===== config.mk =====
export PLATFORM = sky130hd
export DESIGN_NAME = scale_degree_transpose_unit
export DESIGN_NICKNAME = d
export VERILOG_FILES = /design/src/rtl/core/sdt_pkg.sv /design/src/rtl/core/sdt_snap.sv /design/src/rtl/core/sdt_div.sv /design/src/rtl/core/scale_degree_transpose_unit.sv
export SDC_FILE = /design/constraint.sdc
export NUM_CORES = 1
export LEC_CHECK = 0
export BUFFER_PORTS_ARGS = -buffer_cell sky130_fd_sc_hd__buf_2
export CAP_MARGIN = 15
export CORE_ASPECT_RATIO = 1.1
export CORE_MARGIN = 4
export CORE_UTILIZATION = 40
export CTS_CLUSTER_DIAMETER = 120
export DETAILED_ROUTE_END_ITERATION = 8
export PLACE_DENSITY = 0.69
export SLEW_MARGIN = 40
export SYNTH_ARGS = -nofsm -noshare
export SYNTH_HDL_FRONTEND = slang
export SYNTH_SLANG_ARGS = --single-unit
export TNS_END_PERCENT = 1

===== constraint.sdc =====
create_clock -name aclk -period 6.4 [get_ports aclk]
set_input_delay 0.64 -clock aclk [delete_from_list [all_inputs] [get_ports aclk]]
set_output_delay 0.64 -clock aclk [all_outputs]
set_load 0.01 [all_outputs]

===== src/rtl/core/sdt_pkg.sv =====
`default_nettype none

package sdt_pkg;

    localparam int NOTE_W  = 7;
    localparam int STEP_W  = 4;
    localparam int KEY_W   = 4;
    localparam int TC_W    = 4;
    localparam int OFFS_W  = 48;
    localparam int OUT_W   = 9;
    localparam int TONE_W  = 4;
    localparam int N_W     = 5;
    localparam int OCT_W   = 5;
    localparam int DIV_W   = 5;
    localparam int OFF_W   = 4;
    localparam int CFG_IDX_W = 2;

    localparam int SCALE_SLOTS = 12;
    localparam int OCT_SEMIS   = 12;

    // The note is biased by two octaves before the divide by twelve so that
    // the floor division works on a non-negative value.
    localparam int REL_W       = 8;
    localparam int REL_BIAS    = 24;
    localparam int RECIP_12    = 171;
    localparam int RECIP_SHIFT = 11;
    localparam int PROD_W      = 15;

    localparam logic [CFG_IDX_W-1:0] REG_KEY        = 2'd0;
    localparam logic [CFG_IDX_W-1:0] REG_TONE_COUNT = 2'd1;
    localparam logic [CFG_IDX_W-1:0] REG_SCALE_OFFS = 2'd2;

    localparam logic [KEY_W-1:0]  KEY_RESET   = 4'd0;
    localparam logic [TC_W-1:0]   TC_RESET    = 4'd7;
    localparam logic [OFFS_W-1:0] OFFS_RESET  = 48'h0000_0B97_5420;

    typedef struct packed {
        logic [TONE_W-1:0]        best_i;
        logic [1:0]               best_o;
        logic signed [OCT_W-1:0]  oct;
        logic signed [STEP_W-1:0] steps;
        logic [N_W-1:0]           n;
        logic                     chrom;
    } snap_t;

    typedef struct packed {
        logic signed [OCT_W-1:0] koct;
        logic                    neg;
        logic                    chrom;
        logic [N_W-1:0]          n;
    } div_side_t;

    function automatic logic [OFF_W-1:0] tone_offset(
        input logic              chrom,
        input logic [TONE_W-1:0] idx,
        input logic [OFFS_W-1:0] offs
    );
        logic [OFF_W-1:0] res;
        res = '0;
        if (chrom) begin
            res = idx;
        end else begin
            for (int s = 0; s < SCALE_SLOTS; s++) begin
                if (idx == TONE_W'(s)) begin
                    res = offs[OFF_W*s +: OFF_W];
                end
            end
        end
        return res;
    endfunction

endpackage

`default_nettype wire


===== src/rtl/core/sdt_snap.sv =====
`default_nettype none

module sdt_snap #(
    parameter int MAX_TONES = 12
) (
    input  wire logic                         aclk,
    input  wire logic                         aresetn,
    input  wire logic [sdt_pkg::KEY_W-1:0]    key,
    input  wire logic [sdt_pkg::TC_W-1:0]     tone_count,
    input  wire logic [sdt_pkg::OFFS_W-1:0]   scale_offsets,
    input  wire logic                         in_valid,
    output logic                              in_ready,
    input  wire logic [sdt_pkg::NOTE_W-1:0]   in_base,
    input  wire logic [sdt_pkg::STEP_W-1:0]   in_steps,
    output logic                              out_valid,
    input  wire logic                         out_ready,
    output sdt_pkg::snap_t                    out_snap
);
    import sdt_pkg::*;

    // The chromatic scale always has twelve tones, so there are at least twelve lanes.
    localparam int LANES = (MAX_TONES > OCT_SEMIS) ? MAX_TONES : OCT_SEMIS;
    localparam int TREE  = 1 << $clog2(LANES);
    localparam int D_W   = 5;
    localparam int KEY_BITS = D_W + 1;

    logic v1_reg, v2_reg, v3_reg;
    logic en1, en2, en3;

    // Stage 1: scale size, octave and pitch class of the note relative to the key.
    logic signed [OCT_W-1:0]  s1_oct_reg, s1_oct_next;
    logic [OFF_W-1:0]         s1_pc_reg, s1_pc_next;
    logic signed [STEP_W-1:0] s1_steps_reg;
    logic [N_W-1:0]           s1_n_reg, s1_n_next;
    logic                     s1_chrom_reg, s1_chrom_next;

    // Stage 2: nearest octave copy of every scale tone.
    logic [D_W-1:0]           s2_d_reg     [LANES];
    logic [D_W-1:0]           s2_d_next    [LANES];
    logic [1:0]               s2_o_reg     [LANES];
    logic [1:0]               s2_o_next    [LANES];
    logic                     s2_ok_reg    [LANES];
    logic                     s2_ok_next   [LANES];
    logic signed [OCT_W-1:0]  s2_oct_reg;
    logic signed [STEP_W-1:0] s2_steps_reg;
    logic [N_W-1:0]           s2_n_reg;
    logic                     s2_chrom_reg;

    // Stage 3: first minimum over all lanes.
    snap_t s3_snap_reg, s3_snap_next;

    assign en3      = !v3_reg || out_ready;
    assign en2      = !v2_reg || en3;
    assign en1      = !v1_reg || en2;
    assign in_ready = en1;

    always_comb begin
        logic [REL_W-1:0]  rel;
        logic [PROD_W-1:0] prod;
        logic [3:0]        q;
        rel  = REL_W'(in_base) + REL_W'(REL_BIAS) - REL_W'(key);
        prod = PROD_W'(rel) * PROD_W'(RECIP_12);
        q    = prod[PROD_W-1:RECIP_SHIFT];
        s1_oct_next = $signed({1'b0, q}) - OCT_W'(2);
        s1_pc_next  = OFF_W'(rel - REL_W'(q) * REL_W'(OCT_SEMIS));
        if (tone_count == '0) begin
            s1_n_next     = N_W'(OCT_SEMIS);
            s1_chrom_next = 1'b1;
        end else begin
            s1_chrom_next = 1'b0;
            if ({1'b0, tone_count} > N_W'(MAX_TONES)) begin
                s1_n_next = N_W'(MAX_TONES);
            end else begin
                s1_n_next = {1'b0, tone_count};
            end
        end
    end

    always_comb begin
        logic [OFF_W-1:0]  off;
        logic signed [6:0] dm, dz, dp;
        logic [D_W-1:0]    am, az, ap, best;
        logic [1:0]        bo;
        for (int i = 0; i < LANES; i++) begin
            off  = tone_offset(s1_chrom_reg, TONE_W'(i), scale_offsets);
            dz   = $signed({3'b0, off}) - $signed({3'b0, s1_pc_reg});
            dm   = dz - 7'sd12;
            dp   = dz + 7'sd12;
            am   = dm[6] ? D_W'(-dm) : D_W'(dm);
            az   = dz[6] ? D_W'(-dz) : D_W'(dz);
            ap   = dp[6] ? D_W'(-dp) : D_W'(dp);
            // Octave below first, then same octave, then above; ties keep the earlier one.
            best = am;
            bo   = 2'd0;
            if (az < best) begin
                best = az;
                bo   = 2'd1;
            end
            if (ap < best) begin
                best = ap;
                bo   = 2'd2;
            end
            s2_d_next[i]  = best;
            s2_o_next[i]  = bo;
            s2_ok_next[i] = (N_W'(i) < s1_n_reg);
        end
    end

    always_comb begin
        logic [KEY_BITS-1:0] nk [2*TREE];
        logic [TONE_W-1:0]   ni [2*TREE];
        logic [1:0]          no [2*TREE];
        for (int j = 0; j < 2*TREE; j++) begin
            nk[j] = '1;
            ni[j] = '0;
            no[j] = '0;
        end
        for (int i = 0; i < TREE; i++) begin
            ni[TREE+i] = TONE_W'(i);
            if (i < LANES) begin
                nk[TREE+i] = {!s2_ok_reg[i], s2_d_reg[i]};
                no[TREE+i] = s2_o_reg[i];
            end
        end
        // Lower lane index wins a tie, which matches a first-found scan.
        for (int j = TREE - 1; j >= 1; j--) begin
            if (nk[2*j] <= nk[2*j+1]) begin
                nk[j] = nk[2*j];
                ni[j] = ni[2*j];
                no[j] = no[2*j];
            end else begin
                nk[j] = nk[2*j+1];
                ni[j] = ni[2*j+1];
                no[j] = no[2*j+1];
            end
        end
        s3_snap_next.best_i = ni[1];
        s3_snap_next.best_o = no[1];
        s3_snap_next.oct    = s2_oct_reg;
        s3_snap_next.steps  = s2_steps_reg;
        s3_snap_next.n      = s2_n_reg;
        s3_snap_next.chrom  = s2_chrom_reg;
    end

    always_ff @(posedge aclk) begin
        if (!aresetn) begin
            v1_reg <= 1'b0;
            v2_reg <= 1'b0;
            v3_reg <= 1'b0;
        end else begin
            if (en1) begin
                v1_reg <= in_valid;
            end
            if (en2) begin
                v2_reg <= v1_reg;
            end
            if (en3) begin
                v3_reg <= v2_reg;
            end
        end
    end

    always_ff @(posedge aclk) begin
        if (en1) begin
            s1_oct_reg   <= s1_oct_next;
            s1_pc_reg    <= s1_pc_next;
            s1_steps_reg <= in_steps;
            s1_n_reg     <= s1_n_next;
            s1_chrom_reg <= s1_chrom_next;
        end
        if (en2) begin
            for (int i = 0; i < LANES; i++) begin
                s2_d_reg[i]  <= s2_d_next[i];
                s2_o_reg[i]  <= s2_o_next[i];
                s2_ok_reg[i] <= s2_ok_next[i];
            end
            s2_oct_reg   <= s1_oct_reg;
            s2_steps_reg <= s1_steps_reg;
            s2_n_reg     <= s1_n_reg;
            s2_chrom_reg <= s1_chrom_reg;
        end
        if (en3) begin
            s3_snap_reg <= s3_snap_next;
        end
    end

    assign out_valid = v3_reg;
    assign out_snap  = s3_snap_reg;

endmodule

`default_nettype wire


===== src/rtl/core/sdt_div.sv =====
`default_nettype none

module sdt_div (
    input  wire logic                        aclk,
    input  wire logic                        aresetn,
    input  wire logic                        in_valid,
    output logic                             in_ready,
    input  wire logic [sdt_pkg::DIV_W-1:0]   in_dividend,
    input  wire sdt_pkg::div_side_t          in_side,
    output logic                             out_valid,
    input  wire logic                        out_ready,
    output logic [sdt_pkg::DIV_W-1:0]        out_quot,
    output logic [sdt_pkg::N_W-1:0]          out_rem,
    output sdt_pkg::div_side_t               out_side
);
    import sdt_pkg::*;

    // Restoring division, one quotient bit per stage, divisor taken from in_side.n.
    logic              v_reg    [DIV_W];
    logic              en       [DIV_W];
    logic [N_W-1:0]    rem_reg  [DIV_W];
    logic [N_W-1:0]    rem_next [DIV_W];
    logic [DIV_W-1:0]  quot_reg [DIV_W];
    logic [DIV_W-1:0]  quot_next[DIV_W];
    logic [DIV_W-1:0]  dvd_reg  [DIV_W];
    logic [DIV_W-1:0]  dvd_next [DIV_W];
    div_side_t         side_reg [DIV_W];
    div_side_t         side_next[DIV_W];

    always_comb begin
        for (int s = DIV_W - 1; s >= 0; s--) begin
            if (s == DIV_W - 1) begin
                en[s] = !v_reg[s] || out_ready;
            end else begin
                en[s] = !v_reg[s] || en[s+1];
            end
        end
    end

    assign in_ready = en[0];

    always_comb begin
        logic [N_W-1:0]   rem_in;
        logic [DIV_W-1:0] quot_in;
        logic [N_W:0]     trial;
        logic             ge;
        for (int s = 0; s < DIV_W; s++) begin
            if (s == 0) begin
                rem_in       = '0;
                quot_in      = '0;
                dvd_next[s]  = in_dividend;
                side_next[s] = in_side;
            end else begin
                rem_in       = rem_reg[s-1];
                quot_in      = quot_reg[s-1];
                dvd_next[s]  = dvd_reg[s-1];
                side_next[s] = side_reg[s-1];
            end
            trial = {rem_in, dvd_next[s][DIV_W-1-s]};
            ge    = (trial >= {1'b0, side_next[s].n});
            if (ge) begin
                rem_next[s] = N_W'(trial - {1'b0, side_next[s].n});
            end else begin
                rem_next[s] = N_W'(trial);
            end
            quot_next[s] = {quot_in[DIV_W-2:0], ge};
        end
    end

    always_ff @(posedge aclk) begin
        if (!aresetn) begin
            for (int s = 0; s < DIV_W; s++) begin
                v_reg[s] <= 1'b0;
            end
        end else begin
            if (en[0]) begin
                v_reg[0] <= in_valid;
            end
            for (int s = 1; s < DIV_W; s++) begin
                if (en[s]) begin
                    v_reg[s] <= v_reg[s-1];
                end
            end
        end
    end

    always_ff @(posedge aclk) begin
        for (int s = 0; s < DIV_W; s++) begin
            if (en[s]) begin
                rem_reg[s]  <= rem_next[s];
                quot_reg[s] <= quot_next[s];
                dvd_reg[s]  <= dvd_next[s];
                side_reg[s] <= side_next[s];
            end
        end
    end

    assign out_valid = v_reg[DIV_W-1];
    assign out_quot  = quot_reg[DIV_W-1];
    assign out_rem   = rem_reg[DIV_W-1];
    assign out_side  = side_reg[DIV_W-1];

endmodule

`default_nettype wire


===== src/rtl/core/scale_degree_transpose_unit.sv =====
// Scale degree transposer. Each input transaction carries a MIDI note and a
// signed number of scale degrees; each output transaction carries the note
// reached after snapping the input to the nearest tone of the configured scale
// (relative to the key) and stepping the given number of degrees.
// Channels: s_tdata = {degree_steps, base_note}, m_tdata = target_note as a
// 9-bit two's complement value. Every input transaction gives one output.
// The key, the tone count (zero means chromatic) and the packed table of
// semitone offsets are written through the cfg_wr_* port, one register per
// cycle. The user must write them only while no transaction is in flight;
// the block itself does not enforce this. Throughput is one transaction per
// cycle while m_tready is high. From input acceptance to m_tvalid there are
// three stages for the octave split, the per-tone distance lanes and the
// minimum tree, five for the bit-per-stage divide by the tone count and one
// for the output register. A stall on m_tready backs up one stage at a time;
// s_tready drops only once every stage holds a transaction. Nothing is lost or repeated.
// Reset (aresetn low, synchronous) empties the pipeline and loads a C major
// scale: key 0, seven tones.
`default_nettype none

module scale_degree_transpose_unit #(
    parameter int MAX_TONES = 12
) (
    input  wire logic                           aclk,
    input  wire logic                           aresetn,
    // Input transactions.
    input  wire logic                           s_tvalid,
    output logic                                s_tready,
    input  wire logic [15:0]                    s_tdata,   // base_note[6:0], degree_steps[10:7]
    // Output transactions.
    output logic                                m_tvalid,
    input  wire logic                           m_tready,
    output logic [15:0]                         m_tdata,   // target_note[8:0]
    // Register writes.
    input  wire logic                           cfg_wr_en,
    input  wire logic [sdt_pkg::CFG_IDX_W-1:0]  cfg_wr_index,
    input  wire logic [sdt_pkg::OFFS_W-1:0]     cfg_wr_data
);
    import sdt_pkg::*;

    localparam int KO_W  = 7;
    localparam int RES_W = 11;

    logic [KEY_W-1:0]  key_reg;
    logic [TC_W-1:0]   tone_count_reg;
    logic [OFFS_W-1:0] scale_offsets_reg;

    always_ff @(posedge aclk) begin
        if (!aresetn) begin
            key_reg           <= KEY_RESET;
            tone_count_reg    <= TC_RESET;
            scale_offsets_reg <= OFFS_RESET;
        end else if (cfg_wr_en) begin
            case (cfg_wr_index)
                REG_KEY:        key_reg           <= cfg_wr_data[KEY_W-1:0];
                REG_TONE_COUNT: tone_count_reg    <= cfg_wr_data[TC_W-1:0];
                REG_SCALE_OFFS: scale_offsets_reg <= cfg_wr_data;
                default: ;
            endcase
        end
    end

    logic      snap_valid, snap_ready;
    snap_t     snap;

    sdt_snap #(
        .MAX_TONES (MAX_TONES)
    ) u_snap (
        .aclk          (aclk),
        .aresetn       (aresetn),
        .key           (key_reg),
        .tone_count    (tone_count_reg),
        .scale_offsets (scale_offsets_reg),
        .in_valid      (s_tvalid),
        .in_ready      (s_tready),
        .in_base       (s_tdata[NOTE_W-1:0]),
        .in_steps      (s_tdata[NOTE_W +: STEP_W]),
        .out_valid     (snap_valid),
        .out_ready     (snap_ready),
        .out_snap      (snap)
    );

    // Split the degree position: (oct + o - 1) * n + i + steps. The octave part is
    // kept aside and only i + steps is divided by n.
    logic signed [5:0]  t;
    logic [DIV_W-1:0]   dvd;
    div_side_t          side;

    always_comb begin
        t         = $signed({2'b0, snap.best_i}) + 6'(snap.steps);
        side.koct = snap.oct + $signed({3'b0, snap.best_o}) - OCT_W'(1);
        side.neg  = t[5];
        side.chrom = snap.chrom;
        side.n    = snap.n;
        // For a negative value the floor divide works on -t-1.
        dvd       = t[5] ? DIV_W'(~t) : DIV_W'(t);
    end

    logic              div_valid, div_ready;
    logic [DIV_W-1:0]  div_quot;
    logic [N_W-1:0]    div_rem;
    div_side_t         div_side;

    sdt_div u_div (
        .aclk        (aclk),
        .aresetn     (aresetn),
        .in_valid    (snap_valid),
        .in_ready    (snap_ready),
        .in_dividend (dvd),
        .in_side     (side),
        .out_valid   (div_valid),
        .out_ready   (div_ready),
        .out_quot    (div_quot),
        .out_rem     (div_rem),
        .out_side    (div_side)
    );

    logic               m_tvalid_reg;
    logic [OUT_W-1:0]   target_reg, target_next;
    logic               out_en;

    assign out_en    = !m_tvalid_reg || m_tready;
    assign div_ready = out_en;

    always_comb begin
        logic signed [KO_W-1:0]  ko_add, ko;
        logic [N_W-1:0]          ki_full;
        logic [OFF_W-1:0]        off;
        logic signed [RES_W-1:0] res;
        if (div_side.neg) begin
            ko_add  = ~$signed({2'b0, div_quot});
            ki_full = div_side.n - N_W'(1) - div_rem;
        end else begin
            ko_add  = $signed({2'b0, div_quot});
            ki_full = div_rem;
        end
        ko  = KO_W'(div_side.koct) + ko_add;
        off = tone_offset(div_side.chrom, ki_full[TONE_W-1:0], scale_offsets_reg);
        res = $signed({7'b0, key_reg}) + RES_W'(ko) * RES_W'(OCT_SEMIS)
            + $signed({7'b0, off});
        target_next = res[OUT_W-1:0];
    end

    always_ff @(posedge aclk) begin
        if (!aresetn) begin
            m_tvalid_reg <= 1'b0;
        end else if (out_en) begin
            m_tvalid_reg <= div_valid;
        end
    end

    always_ff @(posedge aclk) begin
        if (out_en) begin
            target_reg <= target_next;
        end
    end

    assign m_tvalid = m_tvalid_reg;
    assign m_tdata  = {{(16 - OUT_W){1'b0}}, target_reg};

endmodule

`default_nettype wire

==> results.tsv, run 1 <==
metric	value	unit
status	finished with violations	
failing checks	setup timing	
Tcrit/Tclk final	1.006	
DP Wirelength	45950	um
Clock transition at path regs	60	ps
Yosys warnings	0	
fmax	0.1554	GHz
initial core utilization	0.4064	
DR vias/cell	5.224	
Final Wtd Congestion	0.9130	
fin crit period	6435	ps
asr flop ratio synth	0	
Initial DRC Count	1059	
Site Rows	95	
Worst path slowest cell	edfxtp_1	
hold slack	245.5	ps
number of fill cells in the layout	5627	
initial antenna violation count	0	
Max Cap Viol	0	
Synth Register Bits	325	
vias in the first global route	18400	
Hold Vio Cnt, Final	0	
ANT nets after route	0	
worst path required time	6710	ps
antenna cells	0	
Multi-input gate area	15020	um2
clock sinks	325	
CP Capture Type	register	
total grt overflow	0	
Final setup viols	2	
synthesized area	25020	um2
synth cell count leaders	390 x ha_1, 265 x edfxtp_1, 263 x inv_1, 207 x nand2_1, 162 x a21oi_1	
clk_lat worst skew	570	ps
Die Span X	246.5	um
Post-Route WL	59020	um
die height	270.3	um
Slew Limit Fails	0	
Relative slew margins	0.4495	
worst path arrival time	6750	ps
RSZ-0062 raised after global routing	yes	
Area contributors post-synth	edfxtp_1 32%, ha_1 20%, dfxtp_1 4.8%	
Worst Hold Depth	1	
Worst Path Max Fanout	5	
Remaining DRCs	0	
max reg flops	60	
synthesis-to-finish area growth	14.87	%
CTS tree	built	
total clock buffers created by CTS	38	
wire per inst	16.84	um
vias	18310	
core area	61570	um2
port buffer count	76	
leading area contributor after synthesis	edfxtp_1	
first-pass GRT wire length	94250	um
depth of the CTS H-tree	2	
Hold Path End	u_snap.s1_steps_reg[2]	
kind of critical path	register to register	
EDFF count, synth	265	
Total Die Area	66630	um2
unique cell type count in the Yosys netlist	69	
Final WS setup	-35.43	ps
pin count of the biggest net entering global routing	71	
Reg area	9159	um2
Ports	89	
sequential-to-total area share from yosys stat	0.3660	
most frequent CP cell	o21ai_2	
post-synth top area share	0.3180	
worst reg2reg endpoint	u_snap.out_snap[17]	
post-route insts no fill	3505	
layout cell share with drive strength beyond 1	0.1477	
largest stage delay on the critical path	430	ps
count leader, synth	ha_1	
worst r2r path cells	35	
CTS Buffer Depth	3	
worst reg2reg startpoint	u_snap.s2_d_reg[1][14]	
hold_sp	s_tdata[9]	
Tot GR Track Use	0.1733	
final net count	3148	
Place WS	-240.8	ps
syn_area_per_cell	10.12	um2
worst min-delay path class	input pin to register	
Worst R2R Setup Slack	-40	ps
Layout Skew	20.75	ps
Worst-Margin Slew	819.8	ps
Post-Syn Instances	2472	
Post-Place Cells	3415	
ys flop type	edfxtp_1	
root buffer cell	clkbuf_16	
DRT Pass-1 Iters	5	
critical path launch point type	register	
final cells by class:
class	count	share of cell area
clock buffer	48	0.03587
clock inverter	22	0.01032
inverter	266	0.03474
multi-input combinational	1837	0.5225
sequential	325	0.3186
tap	824	0.03587
timing repair buffer	183	0.04205
cell families after synthesis:
family,share of synthesized area
other,0.0001499
adders and majority gates,0.2238
xor gates and xnor gates,0.05670
AOI/OAI and AO/OA,0.1308
DFF,0.3660
buffers and inverters,0.04930
muxes,0.06140
and+or+nand+nor,0.1119
worst max-delay path: cells and delay by family, from the launching register on:
kind            cells  cell delay (ps)
buf+inv             3              410
flops               1              430
simple gates       10             1170
fa+ha+maj           4             1220
compound gates     15             2310
mux                 3              650
per-layer routing:
metal | track usage | share of wire | up-vias
met5 | 0 | 0 | -
met4 | 0.05301 | 0.029 | 0
met3 | 0.02284 | 0.047 | 114
met2 | 0.2990 | 0.48 | 414
met1 | 0.2257 | 0.44 | 8702
li1 | - | - | 9081
stage by stage:
step	setup TNS [ps]	util	area [um2]
2_1_floorplan	0	-	25090
3_3_place_gp	-59.47	0.4372	26920
3_5_place_dp	-636.6	0.4374	26930
4_1_cts	0	0.4613	28400
5_1_grt	-888.7	0.4668	28740
6_report	-36.71	0.4668	28740
timing repair:
| action | CTS | global route |
|---|---|---|
| gates resized for setup | 15 | 53 |
| hold buffers | 0 | 0 |
| endpoints found under the setup margin | 5 | 6 |
| setup buffers | 11 | 8 |
| gates cloned | 0 | 0 |
| pin swaps | 12 | 34 |
how the worst max path moves through the flow:
stage	start	end	slack (ps)	cells past startpoint
floorplan	u_snap.s2_d_reg[1][3]	u_snap.out_snap[17]	0.3	36
finish	u_snap.s2_d_reg[1][14]	u_snap.out_snap[17]	-40	35
CTS	u_snap.s2_d_reg[1][8]	u_snap.out_snap[17]	2	36
global route	u_snap.s2_d_reg[1][14]	u_snap.out_snap[17]	-280	35
global placement	u_snap.s2_d_reg[1][8]	u_snap.out_snap[17]	-40	35
detailed placement	u_snap.s2_d_reg[1][8]	u_snap.out_snap[16]	-240	36
cell usage in the layout (no fill, tap or decap), types with 53 or more instances in the layout:
cell type  netlist  layout
mux2i_1         71      65
xnor2_1         97      96
a21o_1          58      58
buf_2            5      77
edfxtp_1       265     265
dfxtp_1         60      60
nand2_1        207     204
ha_1           390     378
buf_4            7     101
inv_1          263     253
mux2_2          60      57
o21ai_0        117     110
nor2b_1         79      77
a21oi_1        162     158
xor2_1          65      65
nand2b_1        53      53
nor2_1          98      92
Power of run 1 is left out: the tool's default activity adds up to more than one toggle a clock period on the data nets, which glitch-free logic cannot reach.
==> run 2: changes to the inputs <==
CORE_UTILIZATION = 58   (was 40)
PLACE_DENSITY = 0.89   (was 0.69)
==> results.tsv, run 2 (synthesized netlist as in run 1, its figures left out) <==
metric	value	unit	change
Relative slew margins	0.4060		-0.04350
Slew Limit Fails	0		unchanged
clk_lat worst skew	570	ps	about the same
critical path launch point type	register		
root buffer cell	clkbuf_16		
CTS Buffer Depth	3		unchanged
Clock transition at path regs	70	ps	about the same
Initial DRC Count	1536		+45%
DR top layer	met4		
commonest non-fill, non-tap cell in the layout	ha_1		
Worst Path Max Fanout	5		unchanged
pin count of the biggest net entering global routing	71		unchanged
RSZ-0062 raised after global routing	yes		
vias in the first global route	19450		+5.7%
Hold Path End	u_snap.s1_steps_reg[3]		
WL met1	24260	um	-6.7%
failing checks	setup timing		
Worst-Margin Slew	891.0	ps	+71.14 ps
largest stage delay on the critical path	430	ps	about the same
met2 routed WL	30880	um	+8.2%
initial core utilization	0.5887		+0.1823
wire length on met3	4380	um	+59%
Max Cap Viol	0		unchanged
share of the core filled with cells	0.6695		+0.2027
Remaining DRCs	0		unchanged
Tot GR Track Use	0.2615		+0.08823
first-pass GRT wire length	97760	um	+3.7%
wire per inst	19.18	um	+14%
worst r2r path cells	35		unchanged
Tcrit/Tclk final	1.048		+0.04208
synthesis-to-finish area growth	13.72	%	
setup_tns	-1222	ps	-1185 ps
CTS tree	built		
WP depth	35		unchanged
Worst Hold Depth	1		unchanged
depth of the CTS H-tree	2		unchanged
Final WS setup	-304.8	ps	-269.3 ps
worst reg2reg endpoint	u_snap.out_snap[15]		
layout cell share with drive strength beyond 1	0.1510		+0.003258
Crit path buffers/inverters	4		+1
total clock buffers created by CTS	37		-2.6%
Hold Vio Cnt, Final	0		unchanged
DP Wirelength	46390	um	+0.95%
max reg flops	60		unchanged
commonest cells after routing, fill and taps aside	381 x ha_1, 265 x edfxtp_1, 255 x inv_1		
worst path arrival time	7070	ps	+320 ps
ANT nets after route	0		unchanged
port buffer count	76		unchanged
total grt overflow	0		unchanged
Layout Skew	26.91	ps	+6.160 ps
DRT Pass-1 Iters	6		+1
hold_sp	s_tdata[10]		
Final setup viols	6		+4
final net count	3164		+0.51%
Die Span X	206.0	um	-16%
DR vias/cell	5.919		+13%
fmax	0.1491	GHz	-4.0%
initial antenna violation count	0		unchanged
Ports	89		unchanged
Worst path slowest cell	edfxtp_1		
worst reg2reg startpoint	u_snap.s2_d_reg[1][8]		
kind of critical path	register to register		
worst path required time	6760	ps	+50 ps
number of fill cells in the layout	3020		-46%
Site Rows	79		-17%
antenna cells	0		unchanged
Top delay family on crit path	compound AO/OA/AOI/OAI gates		
Worst R2R Setup Slack	-300	ps	-270 ps
Total Die Area	46530	um2	-30%
status	finished with violations		
core area	42500	um2	-31%
CP Capture Type	register		
vias	19310		+5.5%
Post-Route WL	62590	um	+6.0%
worst min-delay path class	input pin to register		
die height	225.8	um	-16%
Final Wtd Congestion	0.9303		+1.9%
clock sinks	325		unchanged
fin crit period	6705	ps	+269.3 ps
==> run 2: cell types whose count changed in the layout (fill, tap and decap cells not counted), moves of 3 or more <==
cell	before	now
buf_4	101	121
clkbuf_8	0	3
ha_1	378	381
nor2_2	4	7
o21ai_1	4	7
==> run 2: cell type report <==
class / count / area [um2] / share of cell area
multi-input combinational: 1837 / 14990 / 0.5267
sequential: 325 / 9159 / 0.3219
timing repair buffer: 200 / 1329 / 0.04670
clock buffer: 49 / 1025 / 0.03601
inverter: 266 / 998.5 / 0.03509
tap: 567 / 709.4 / 0.02493
clock inverter: 19 / 249.0 / 0.008750
==> run 2: per-stage QoR <==
| step | area [um2] | instances | setup WS, ps | hold slack, ps |
|---|---|---|---|---|
| 6_report | 28460 | 3263 | -304.8 | 255.1 |
| 4_1_cts | 28140 | 3253 | 21.12 | 231.1 |
| 5_1_grt | 28460 | 3263 | -534.9 | 239.4 |
| 3_3_place_gp | 26700 | 3172 | -22.39 | 401.5 |
| 3_5_place_dp | 26720 | 3173 | -236.0 | 405.6 |
| 2_1_floorplan | 25090 | 2478 | 0.2882 | 400.3 |
==> run 2: timing repair <==
action | in CTS | in global routing
endpoints found under the setup margin | 6 | 6
pin swaps | 14 | 27
gates cloned | 0 | 0
hold buffers | 0 | 0
buffers inserted | 12 | 10
gates resized for setup | 15 | 45
==> run 2: worst max path at each step <==
| stage | start | endpoint |
|---|---|---|
| after global routing | u_snap.s2_d_reg[1][17] | u_snap.out_snap[15] |
| after detailed placement | u_snap.s2_d_reg[1][8] | u_snap.out_snap[17] |
| after floorplan | u_snap.s2_d_reg[1][3] | u_snap.out_snap[17] |
| final | u_snap.s2_d_reg[1][8] | u_snap.out_snap[15] |
| after CTS | u_snap.s2_d_reg[1][14] | u_snap.out_snap[17] |
| after global placement | u_snap.s2_d_reg[1][8] | u_snap.out_snap[17] |
==> run 2: per-layer routing <==
layer  global-route usage  vias up
met2               0.4631      784
met3              0.04940      220
met5                    0        -
li1                     -     9103
met1               0.3151     9206
met4               0.1011        0
Power of run 2 is left out for the same reason.
==> run 3: changes to the inputs <==
CORE_UTILIZATION = 51   (was 58)
CTS_BUF_LIST = sky130_fd_sc_hd__clkbuf_8   (was unset)
PLACE_DENSITY = 0.81   (was 0.89)
SKIP_LAST_GASP = 1   (was unset)
==> results.tsv, run 3 (synthesized netlist as in run 1, its figures left out) <==
metric	value	unit	change
Clock transition at path regs	60	ps	about the same
pin count of the biggest net entering global routing	71		unchanged
RSZ-0062 raised after global routing	yes		
cts hold-fix bufs	0		unchanged
commonest cells after routing, fill and taps aside	383 x ha_1, 269 x inv_1, 265 x edfxtp_1		
Final Wtd Congestion	0.9377		+0.80%
Final Cell Area	28560	um2	+0.37%
Site Rows	84		+6.3%
clk_lat worst skew	680	ps	+110 ps
Ports	89		unchanged
DR vias/cell	5.604		-5.3%
Initial DRC Count	1325		-14%
kind of critical path	register to register		
DP Area	26780	um2	+0.22%
wire per inst	17.55	um	-8.5%
fin crit period	6402	ps	-302.5 ps
failing checks	setup timing		
worst path required time	6830	ps	+70 ps
synthesis-to-finish area growth	14.15	%	
Worst-Margin Slew	820.9	ps	-70.09 ps
core area	48140	um2	+13%
max reg flops	60		unchanged
total clock buffers created by CTS	57		+54%
clock sinks	325		unchanged
die height	240.3	um	+6.4%
final net count	3176		+0.38%
worst min-delay path class	input pin to register		
layout cell share with drive strength beyond 1	0.1547		+0.003728
Worst Path Max Fanout	6		+1
DRT Pass-1 Iters	7		+1
CP Capture Type	register		
CTS Buffer Depth	3		unchanged
depth of the CTS H-tree	2		unchanged
Tcrit/Tclk final	1.000		-0.04726
Max Cap Viol	0		unchanged
CTS tree	built		
status	finished with violations		
commonest non-fill, non-tap cell in the layout	ha_1		
ANT nets after route	0		unchanged
DP Wirelength	45390	um	-2.1%
Place WS	-276.0	ps	-39.95 ps
vias	18910		-2.1%
Final WS setup	-2.302	ps	+302.5 ps
initial core utilization	0.5198		-0.06889
Layout Skew	44.08	ps	+17.17 ps
Total Die Area	52680	um2	+13%
root buffer cell	clkbuf_8		
port buffer count	76		unchanged
critical path launch point type	register		
Worst path slowest cell	edfxtp_1		
post-route insts no fill	3374		+3.4%
total grt overflow	0		unchanged
initial antenna violation count	0		unchanged
setup_tns	-2.302	ps	+1220 ps
Relative slew margins	0.4522		+0.04613
Post-Place Cells	3248		+2.4%
most frequent CP cell	o21ai_1		
Hold Vio Cnt, Final	0		unchanged
largest stage delay on the critical path	420	ps	about the same
fmax	0.1562	GHz	+4.7%
Die Span X	219.2	um	+6.4%
Post-Route WL	59210	um	-5.4%
Slew Limit Fails	0		unchanged
vias in the first global route	19040		-2.1%
Final setup viols	1		-5
first-pass GRT wire length	94500	um	-3.3%
worst path arrival time	6830	ps	-240 ps
Remaining DRCs	0		unchanged
Tot GR Track Use	0.2224		-0.03906
[run 3: changes by cell type in the layout (fill, tap and decap cells not counted), moves of 6 or more]
cell / delta
buf_4: -8
bufinv_16: +6
clkbuf_1: -6
clkbuf_16: -38
clkbuf_8: +63
clkinv_2: +7
inv_1: +14
[run 3: final cells by class]
| class | count | area (um2) |
|---|---|---|
| Timing Repair Buffer | 192 | 1262 |
| Sequential cell | 325 | 9159 |
| Clock buffer | 66 | 908.4 |
| Antenna cell | 1 | 2.502 |
| Inverter | 266 | 998.5 |
| Multi-Input combinational cell | 1837 | 14940 |
| Fill cell | 3983 | 19570 |
| Tap cell | 645 | 807.0 |
| Clock inverter | 42 | 486.7 |
[run 3: final timing paths]
kind / startpoint / endpoint / slack (ps) / cells past startpoint
setup reg to reg: u_snap.s2_d_reg[1][11] / u_snap.out_snap[17] / -2 / 34
hold reg to reg: u_snap.s2_n_reg[1] / u_snap.out_snap[2] / 390 / 0
hold / removal: s_tdata[9] / u_snap.s1_steps_reg[2] / 140 / 1
setup / recovery: u_snap.s2_d_reg[1][11] / u_snap.out_snap[17] / -2 / 34
[run 3: metrics by stage]
stage | hold WS [ps] | util
after detailed placement | 404.5 | 0.5564
after global routing | 109.0 | 0.5933
final | 141.8 | 0.5934
after global placement | 401.9 | 0.5563
after CTS | 98.75 | 0.5873
after floorplan | 400.3 | -
[run 3: critical path, delay by kind of cell (launching register included)]
kind | cells | cell delay, ps
compound gates | 15 | 2190
fa+ha+maj | 4 | 1030
buf+inv | 2 | 270
flops | 1 | 420
mux | 4 | 1120
simple gates | 9 | 1120
[run 3: repair_timing]
| item | CTS | global route |
|---|---|---|
| pin swaps | 13 | 27 |
| buffers inserted | 6 | 11 |
| setup endpoints to repair | 6 | 6 |
| gates resized for setup | 9 | 39 |
[run 3: routing by layer]
metal / vias to the layer above / track usage / part of all wire
li1: 9161 / - / -
met1: 9114 / 0.2778 / 0.42
met2: 527 / 0.3973 / 0.49
met3: 106 / 0.03539 / 0.059
met4: 0 / 0.06627 / 0.030
met5: - / 0 / 0
Power of run 3 is left out for the same reason.
